<file path="config.mk">
export PLATFORM = sky130hd
export DESIGN_NAME = first_fit_aligned_allocator
export DESIGN_NICKNAME = d
export VERILOG_FILES = /design/src/rtl/core/ffa_pkg.sv /design/src/rtl/core/ffa_cell.sv /design/src/rtl/core/first_fit_aligned_allocator.sv
export VERILOG_INCLUDE_DIRS = /design/src /design/src/rtl/core
export SDC_FILE = /design/constraint.sdc
export NUM_CORES = 1
export LEC_CHECK = 0
export BUFFER_PORTS_ARGS = -buffer_cell sky130_fd_sc_hd__buf_4
export CAP_MARGIN = 40
export CORE_MARGIN = 2
export CORE_UTILIZATION = 45
export CTS_CLUSTER_SIZE = 24
export DETAILED_ROUTE_END_ITERATION = 7
export GPL_TIMING_DRIVEN = 0
export PLACE_DENSITY = 0.6
export SLEW_MARGIN = 20
export SYNTH_ARGS = -nofsm -noshare
export SYNTH_HDL_FRONTEND = slang
export SYNTH_SLANG_ARGS = --single-unit
export TNS_END_PERCENT = 50
</file>
<file path="constraint.sdc">
create_clock -name clk_i -period 20.7 [get_ports clk_i]
set_input_delay 4.14 -clock clk_i [delete_from_list [all_inputs] [get_ports clk_i]]
set_output_delay 4.14 -clock clk_i [all_outputs]
set_load 0.05 [all_outputs]
</file>
<file path="src/rtl/core/first_fit_aligned_allocator_assert.svh">
// Assertion macros for the first-fit aligned allocator.
`ifndef FIRST_FIT_ALIGNED_ALLOCATOR_ASSERT_SVH
`define FIRST_FIT_ALIGNED_ALLOCATOR_ASSERT_SVH

// Antecedent holds, so consequent holds in the same cycle.
`define FFA_ASSERT_NOW(lbl, clk, rstn, ante, cons) \
  lbl: assert property (@(posedge clk) disable iff (!rstn) (ante) |-> (cons)) \
    else $error("assertion failed");

// Antecedent holds, so consequent holds in the next cycle.
`define FFA_ASSERT_NEXT(lbl, clk, rstn, ante, cons) \
  lbl: assert property (@(posedge clk) disable iff (!rstn) (ante) |=> (cons)) \
    else $error("assertion failed");

`endif

</file>
<file path="src/rtl/core/ffa_pkg.sv">
// Shared types and constants of the first-fit aligned allocator.
package ffa_pkg;

  localparam int unsigned StartW = 16;
  localparam int unsigned LenW   = 17;
  localparam int unsigned AlignW = 4;
  localparam int unsigned CalcW  = 20;
  localparam logic [LenW-1:0] PoolCap = 17'h10000;

  typedef struct packed {
    logic [LenW-1:0]   len;
    logic [StartW-1:0] start;
  } entry_t;

  typedef enum logic [2:0] {
    ST_OK       = 3'd0,
    ST_NULL     = 3'd1,
    ST_NOSPACE  = 3'd2,
    ST_FULL     = 3'd3,
    ST_UNKNOWN  = 3'd4,
    ST_MISMATCH = 3'd5
  } status_e;

  typedef enum logic {
    CMD_ALLOC = 1'b0,
    CMD_FREE  = 1'b1
  } cmd_e;

  typedef enum logic [1:0] {
    S_IDLE,
    S_WALK,
    S_DONE
  } state_e;

endpackage

</file>
<file path="src/rtl/core/ffa_cell.sv">
// One table cell: holds one block entry and passes it to its neighbor on a shift.
module ffa_cell (
  input  logic            clk_i,
  input  logic            shift_en_i,
  input  ffa_pkg::entry_t d_i,
  output ffa_pkg::entry_t q_o
);
  import ffa_pkg::*;

  entry_t entry_q;

  always_ff @(posedge clk_i) begin
    if (shift_en_i) begin
      entry_q <= d_i;
    end
  end

  assign q_o = entry_q;

endmodule

</file>
<file path="src/rtl/core/first_fit_aligned_allocator.sv">
// Each request walks the whole cell chain in S_WALK, one full rotation of it, and the
// result is then presented in S_DONE, where it is held until the receiver takes it.
// The chain shifts by one entry per cycle during the walk.
// A new request is taken only after the previous result has been taken.
// Reset clears the block count and the control state; the pool size resets to 65536.
// Table entries have no reset; only entries below the block count are used.
module first_fit_aligned_allocator #(
  parameter int unsigned MAX_BLOCKS = 16
) (
  input  logic        clk_i,
  input  logic        rst_ni,
  input  logic        s_axis_tvalid,
  output logic        s_axis_tready,
  // tdata: length [16:0], align_log2 [20:17], free_offset [36:21], zero pad [39:37]
  input  logic [39:0] s_axis_tdata,
  // tuser: cmd [0]
  input  logic        s_axis_tuser,
  output logic        m_axis_tvalid,
  input  logic        m_axis_tready,
  // tdata: alloc_offset [15:0]
  output logic [15:0] m_axis_tdata,
  // tuser: status [2:0]
  output logic [2:0]  m_axis_tuser,
  input  logic        psel,
  input  logic        penable,
  input  logic        pwrite,
  input  logic [2:0]  paddr,
  input  logic [31:0] pwdata,
  output logic [31:0] prdata,
  output logic        pready
);
  import ffa_pkg::*;

  localparam int unsigned SW  = (MAX_BLOCKS > 1) ? $clog2(MAX_BLOCKS) : 1;
  localparam int unsigned CW  = $clog2(MAX_BLOCKS + 1);
  localparam int unsigned NXT = (MAX_BLOCKS > 1) ? 1 : 0;

  state_e state_q, state_d;
  logic [LenW-1:0]   pool_bytes_q;
  logic [CW-1:0]     count_q, count_d;
  logic [SW-1:0]     step_q, step_d;
  logic              cmd_q;
  logic [LenW-1:0]   len_q;
  logic [AlignW-1:0] align_q;
  logic [StartW-1:0] foff_q;
  logic [CalcW-1:0]  cur_q, cur_d;
  logic [StartW-1:0] where_q, where_d;
  entry_t            carry_q, carry_d;
  logic              decided_q, decided_d;
  logic              found_q, found_d;
  logic              removing_q, removing_d;

  entry_t cell_q [MAX_BLOCKS];
  entry_t cell_d [MAX_BLOCKS];
  entry_t tail, head, new_entry;
  logic   shift_en;

  logic [LenW-1:0]  limit;
  logic [CalcW-1:0] mask, cand, cand_end;
  logic [CW-1:0]    step_ext;
  logic             active, fit_gap, fit_end;
  status_e          status;

  genvar g;
  generate
    for (g = 0; g < MAX_BLOCKS; g++) begin : g_cell
      if (g == MAX_BLOCKS - 1) begin : g_tail
        assign cell_d[g] = tail;
      end else begin : g_mid
        assign cell_d[g] = cell_q[g+1];
      end
      ffa_cell u_cell (
        .clk_i      (clk_i),
        .shift_en_i (shift_en),
        .d_i        (cell_d[g]),
        .q_o        (cell_q[g])
      );
    end
  endgenerate

  assign pready = 1'b1;
  assign prdata = {{(32 - LenW){1'b0}}, pool_bytes_q};

  always_ff @(posedge clk_i or negedge rst_ni) begin
    if (!rst_ni) begin
      pool_bytes_q <= PoolCap;
    end else if (psel && penable && pwrite && pready && !paddr[2]) begin
      pool_bytes_q <= pwdata[LenW-1:0];
    end
  end

  assign head      = cell_q[0];
  assign new_entry = '{len: len_q, start: cand[StartW-1:0]};
  assign limit     = (pool_bytes_q > PoolCap) ? PoolCap : pool_bytes_q;
  assign mask      = (CalcW'(1) << align_q) - CalcW'(1);
  assign cand      = (cur_q + mask) & ~mask;
  assign cand_end  = cand + CalcW'(len_q);
  assign fit_end   = cand_end <= CalcW'(limit);
  assign fit_gap   = fit_end && (cand_end <= CalcW'(head.start));
  assign step_ext  = CW'(step_q);
  assign active    = (len_q != '0) && (count_q < CW'(MAX_BLOCKS));
  assign shift_en  = (state_q == S_WALK);

  always_comb begin
    if (cmd_q == CMD_ALLOC) begin
      if (len_q == '0) begin
        status = ST_NULL;
      end else if (count_q >= CW'(MAX_BLOCKS)) begin
        status = ST_FULL;
      end else if (decided_q) begin
        status = ST_OK;
      end else begin
        status = ST_NOSPACE;
      end
    end else begin
      if (!found_q) begin
        status = ST_UNKNOWN;
      end else if (removing_q) begin
        status = ST_OK;
      end else begin
        status = ST_MISMATCH;
      end
    end
  end

  assign s_axis_tready = (state_q == S_IDLE);
  assign m_axis_tvalid = (state_q == S_DONE);
  assign m_axis_tuser  = status;
  assign m_axis_tdata  = (cmd_q == CMD_ALLOC && status == ST_OK) ? where_q : '0;

  always_comb begin
    state_d    = state_q;
    count_d    = count_q;
    step_d     = step_q;
    cur_d      = cur_q;
    where_d    = where_q;
    carry_d    = carry_q;
    decided_d  = decided_q;
    found_d    = found_q;
    removing_d = removing_q;
    tail       = head;
    case (state_q)
      S_IDLE: begin
        if (s_axis_tvalid) begin
          state_d    = S_WALK;
          step_d     = '0;
          cur_d      = '0;
          decided_d  = 1'b0;
          found_d    = 1'b0;
          removing_d = 1'b0;
        end
      end
      S_WALK: begin
        if (cmd_q == CMD_ALLOC) begin
          if (decided_q) begin
            tail    = carry_q;
            carry_d = head;
          end else if (active && step_ext < count_q) begin
            if (fit_gap) begin
              tail      = new_entry;
              carry_d   = head;
              decided_d = 1'b1;
              where_d   = cand[StartW-1:0];
            end else begin
              cur_d = CalcW'(head.start) + CalcW'(head.len);
            end
          end else if (active && step_ext == count_q && fit_end) begin
            tail      = new_entry;
            carry_d   = head;
            decided_d = 1'b1;
            where_d   = cand[StartW-1:0];
          end
        end else begin
          if (removing_q) begin
            tail = cell_q[NXT];
          end else if (!found_q && step_ext < count_q && head.start == foff_q) begin
            found_d = 1'b1;
            if (head.len == len_q) begin
              removing_d = 1'b1;
              tail       = cell_q[NXT];
            end
          end
        end
        step_d = step_q + SW'(1);
        if (step_q == SW'(MAX_BLOCKS - 1)) begin
          state_d = S_DONE;
        end
      end
      S_DONE: begin
        if (m_axis_tready) begin
          state_d = S_IDLE;
          if (status == ST_OK) begin
            count_d = (cmd_q == CMD_ALLOC) ? count_q + CW'(1) : count_q - CW'(1);
          end
        end
      end
      default: begin
        state_d = S_IDLE;
      end
    endcase
  end

  always_ff @(posedge clk_i or negedge rst_ni) begin
    if (!rst_ni) begin
      state_q    <= S_IDLE;
      count_q    <= '0;
      step_q     <= '0;
      decided_q  <= 1'b0;
      found_q    <= 1'b0;
      removing_q <= 1'b0;
    end else begin
      state_q    <= state_d;
      count_q    <= count_d;
      step_q     <= step_d;
      decided_q  <= decided_d;
      found_q    <= found_d;
      removing_q <= removing_d;
    end
  end

  always_ff @(posedge clk_i) begin
    cur_q   <= cur_d;
    where_q <= where_d;
    carry_q <= carry_d;
    if (s_axis_tvalid && s_axis_tready) begin
      cmd_q   <= s_axis_tuser;
      len_q   <= s_axis_tdata[16:0];
      align_q <= s_axis_tdata[20:17];
      foff_q  <= s_axis_tdata[36:21];
    end
  end

  `include "first_fit_aligned_allocator_assert.svh"

  `FFA_ASSERT_NOW(a_count_bound, clk_i, rst_ni, 1'b1, count_q <= CW'(MAX_BLOCKS))
  `FFA_ASSERT_NOW(a_one_side, clk_i, rst_ni, s_axis_tready, !m_axis_tvalid)
  `FFA_ASSERT_NEXT(a_alloc_grows, clk_i, rst_ni,
    m_axis_tvalid && m_axis_tready && cmd_q == CMD_ALLOC && status == ST_OK,
    count_q == $past(count_q) + CW'(1))
  `FFA_ASSERT_NEXT(a_fail_keeps, clk_i, rst_ni,
    m_axis_tvalid && m_axis_tready && status != ST_OK,
    count_q == $past(count_q))

endmodule

</file>
==> impl_results.rst <==
.. list-table::
   :header-rows: 1

   * - Metric
     - Value
   * - # diodes
     - 0
   * - Routed WL
     - 52,700 microns
   * - Largest net degree at the start of global routing
     - 62
   * - Hold path cells
     - 0
   * - Type of the worst setup path
     - reg2reg
   * - Final core occ
     - 53.1%
   * - Yosys warnings
     - 0
   * - Cell internal pwr
     - 3760 uW
   * - Number of global-route vias before repair
     - 13,100
   * - Number of gates resized after cts
     - 0
   * - Number of synthesized flops with an enable pin
     - 633
   * - Leakage
     - 0.0116 uW
   * - Top area cells in the synthesized netlist
     - sky130_fd_sc_hd__edfxtp_1 (73%), sky130_fd_sc_hd__ha_1 (4.6%), sky130_fd_sc_hd__dfrtp_1 (2.9%), sky130_fd_sc_hd__mux2i_1 (2.5%), sky130_fd_sc_hd__xnor2_1 (1.8%)
   * - Clock skew
     - 0.0308 ns
   * - CP max stage cell
     - sky130_fd_sc_hd__nor2_1
   * - Most frequent CP cell
     - sky130_fd_sc_hd__a21oi_1
   * - Total standard cell area after synthesis
     - 26,000 sq um
   * - Switch share
     - 32.5%
   * - Die Width
     - 244 microns
   * - Hold Fails Final Rpt
     - 0
   * - Worst hold path type
     - reg2reg
   * - Worst slew margin
     - 42.0%
   * - Total power divided by cell area
     - 183 nW/um^2
   * - Clock input transition at the sequential cells of the worst setup and hold paths
     - 0.06 ns
   * - Count of hold-fix buffers inserted at cts
     - 0
   * - Core Box Area
     - 57,500 sq um
   * - Sequential share of power
     - 48.3%
   * - Synthesized netlist cell count
     - 1,533
   * - Clock sinks
     - 664
   * - Clock Latency Late Sink
     - 0.61 ns
   * - Worst path setup slack after routing
     - 11.06 ns
   * - Smallest hold slack
     - 0.397 ns
   * - Count of buffer and inverter cells on the critical path
     - 8
   * - Result of the run
     - finished, final reports clean
   * - First DRT Iteration DRCs
     - 927
   * - Vias
     - 13,300
   * - Fin. max-slew vios
     - 0
   * - Total congestion overflow
     - 0
   * - Count of unresolved DRC violations after routing
     - 0
   * - Setup repair bufs after CTS
     - 0
   * - Maximum fanout along the worst path
     - 10
   * - Final routed wire length divided by cell count
     - 20.6 microns
   * - Cell at the root of the clock tree
     - sky130_fd_sc_hd__clkbuf_16
   * - Filler cell count
     - 4,694
   * - Clock power frac
     - 22.7%
   * - Commonest non-fill, non-tap cells in the layout
     - sky130_fd_sc_hd__edfxtp_1 (633), sky130_fd_sc_hd__buf_4 (122), sky130_fd_sc_hd__nand2_1 (95), sky130_fd_sc_hd__ha_1 (95)
   * - Final number of setup-violating endpoints
     - 0
   * - Worst Max-Slew Pin Slew
     - 0.863 ns
   * - Chip Height
     - 244 microns
   * - Detailed Place HPWL
     - 37,100 microns
   * - Area growth from synthesis to layout
     - 17.3%
   * - Kind of end point of the critical path
     - register
   * - Cell family with the largest share of critical-path delay
     - compound AO/OA/AOI/OAI gates
   * - I/O pin count
     - 137
   * - Predominant post-synthesis flop cell
     - sky130_fd_sc_hd__edfxtp_1
   * - H-tree lvl count
     - 3
   * - Count of buffers from port buffering
     - 100
   * - Post-layout nets
     - 1,923
   * - Final weighted congestion in routability-driven placement
     - 0.848
   * - Mean instance size in the synthesized netlist
     - 17.0 sq um
   * - Fraction of registers with async set/reset
     - 4.67%
   * - Final period demand of the worst path
     - 9.64 ns
   * - Unrepaired setup endpoints after global routing
     - false
   * - Minimum setup slack after placement
     - 10.76 ns
   * - Synth area leader
     - sky130_fd_sc_hd__edfxtp_1
   * - Share of synthesized area occupied by flip-flops and latches
     - 76.0%
   * - Required @ worst endpoint
     - 21.01 ns
   * - Max cap viols
     - 0
   * - Clock tree from TritonCTS
     - yes
   * - Switching power total
     - 1810 uW
   * - Tot GR Track Use
     - 17.9%
   * - Initial Utilization
     - 45.3%
   * - Flip-flop and latch count after synthesis
     - 664
   * - Data arrival time at the worst-slack endpoint
     - 9.94 ns
   * - Achievable clock frequency
     - 104 MHz
   * - Area fraction of the dominant cell type after synthesis
     - 73.1%
   * - Number of distinct library cell variants in the gate-level netlist after synthesis
     - 73
   * - Deepest clock path buffer count
     - 3
   * - Depth of the most critical reg-to-reg path
     - 38
   * - Area of the die
     - 59,800 sq um
   * - Number of cells on the critical path
     - 38
   * - CTS buffer count
     - 70
   * - Share of power burned in combinational logic
     - 29.0%
   * - Ratio of routed vias to standard cells
     - 5.20
   * - Fraction of the cycle the final worst path needs
     - 46.5%
   * - Most common cell after layout, fill and taps aside
     - sky130_fd_sc_hd__edfxtp_1
   * - Worst IR drop on VDD
     - 0.0772 mV
   * - Global-route wire length before repair
     - 79,500 microns
   * - Delay of the slowest critical-path stage
     - 0.64 ns
   * - Number of detailed-route iterations in the first pass
     - 5
   * - Antenna violations before repair
     - 2
   * - Standard-cell rows
     - 88
   * - Launching element type of the critical path
     - register
   * - Routed Antenna Nets
     - 0
   * - Fraction of layout instances using a drive strength above 1
     - 15.6%
==> state kept, by name, summed over array words and instances (netlist names) <==
signal,cells
count_q,5
pool_bytes_q,17
cmd_q,1
cur_q,18
found_q,1
where_q,16
decided_q,1
carry_q,33
step_q,4
len_q,17
foff_q,16
removing_q,1
state_q,2
align_q,4
g_cell.u_cell.q_o,528
==> cell usage after synthesis (2+ instances only) <==
cell and number:
sky130_fd_sc_hd__edfxtp_1 633, sky130_fd_sc_hd__ha_1 95, sky130_fd_sc_hd__nand2_1 95, sky130_fd_sc_hd__nor2_1 71, sky130_fd_sc_hd__mux2i_1 66, sky130_fd_sc_hd__a21oi_1 54, sky130_fd_sc_hd__xnor2_1 54, sky130_fd_sc_hd__inv_1 46
sky130_fd_sc_hd__o21ai_0 33, sky130_fd_sc_hd__o221ai_1 32, sky130_fd_sc_hd__dfrtp_1 30, sky130_fd_sc_hd__xor2_1 27, sky130_fd_sc_hd__clkbuf_1 26, sky130_fd_sc_hd__and2_1 25, sky130_fd_sc_hd__a21o_1 21, sky130_fd_sc_hd__nand4_1 18
sky130_fd_sc_hd__mux2_2 17, sky130_fd_sc_hd__nor3_1 17, sky130_fd_sc_hd__buf_4 16, sky130_fd_sc_hd__nand3_1 16, sky130_fd_sc_hd__nor2b_1 12, sky130_fd_sc_hd__a211oi_1 10, sky130_fd_sc_hd__nor4_1 10, sky130_fd_sc_hd__a31oi_1 9
sky130_fd_sc_hd__and3_1 8, sky130_fd_sc_hd__nand2b_1 8, sky130_fd_sc_hd__o211ai_1 7, sky130_fd_sc_hd__o21a_1 7, sky130_fd_sc_hd__a211o_1 4, sky130_fd_sc_hd__fa_1 4, sky130_fd_sc_hd__o21bai_1 4, sky130_fd_sc_hd__buf_1 3
sky130_fd_sc_hd__o21ai_1 3, sky130_fd_sc_hd__or2_2 3, sky130_fd_sc_hd__or3_1 3, sky130_fd_sc_hd__a221o_1 2, sky130_fd_sc_hd__a311o_1 2, sky130_fd_sc_hd__buf_12 2, sky130_fd_sc_hd__buf_6 2, sky130_fd_sc_hd__conb_1 2
sky130_fd_sc_hd__o211a_1 2, sky130_fd_sc_hd__o31a_1 2, sky130_fd_sc_hd__o31ai_1 2
==> routing by layer <==
metal | routed length (microns) | up-vias | track usage [%]
li1 | - | 6293 | -
met1 | 24200 | 6555 | 25.2
met2 | 23500 | 325 | 26.9
met3 | 2730 | 123 | 3.56
met4 | 2260 | 0 | 8.43
met5 | 0 | - | 0
==> final timing paths <==
kind                                                   start                                 to  slack (ns)
min reg2reg                g_cell[3].u_cell.q_o[0]$_DFFE_PP_  g_cell[2].u_cell.q_o[0]$_DFFE_PP_        0.40
min                        g_cell[3].u_cell.q_o[0]$_DFFE_PP_  g_cell[2].u_cell.q_o[0]$_DFFE_PP_        0.40
max in group asynchronous                             rst_ni       pool_bytes_q[16]$_DFFE_PN1P_       16.89
max reg2reg                             align_q[2]$_DFFE_PP_               carry_q[2]$_DFFE_PP_       11.06
max                                     align_q[2]$_DFFE_PP_               carry_q[2]$_DFFE_PP_       11.06
min in group asynchronous                             rst_ni        pool_bytes_q[3]$_DFFE_PN0P_        3.48
==> stage by stage <==
stage	setup TNS (ns)	cells	power (uW)	instance area, sq um
final	0	2559	5570	30500
after global routing	0	2559	5910	30500
after CTS	0	2556	5640	30500
after global placement	-515.24	2414	4590	27800
after floorplan	0	1549	3960	26100
after detailed placement	0	2431	4350	28100
==> power by group through the flow <==
stage | Sequential [uW] | Combinational, uW | Clock (uW)
final | 2690 | 1620 | 1270
after global routing | 2770 | 1800 | 1350
after CTS | 2710 | 1630 | 1300
after detailed placement | 2730 | 1620 | 0
after global placement | 3070 | 1520 | 0
after floorplan | 2880 | 1080 | 0
==> cell type report <==
type | count | area (sq um) | area share, %
multi-input cells | 788 | 5820 | 19.1
plain buffers | 50 | 310 | 1.02
well taps | 765 | 957 | 3.14
clock inverters | 45 | 532 | 1.74
inverters | 47 | 176 | 0.578
repair buffers | 120 | 1120 | 3.69
flip-flops and latches | 664 | 19800 | 64.8
clock buffers | 80 | 1810 | 5.93
==> cell families after synthesis <==
group                      after synthesis  share of synthesized area [%]
adders and majority gates               99                           4.88
other                                    2                         0.0289
DFF                                    664                           76.0
buffers and inverters                   97                           1.86
xor gates and xnor gates                81                           2.73
and+or+nand+nor                        293                           5.40
AOI/OAI and AO/OA                      213                           5.73
muxes                                   84                           3.33
==> worst reg2reg max path, delay by kind of cell (launching register included) <==
family | cells | cell delay [ns]
AOI/OAI and AO/OA | 15 | 3.11
and+or+nand+nor | 9 | 2.07
buffers and inverters | 8 | 1.83
adders and majority gates | 4 | 1.42
xor gates and xnor gates | 2 | 0.47
DFF | 1 | 0.45
Note: power is estimated with default switching activity, not from simulation.
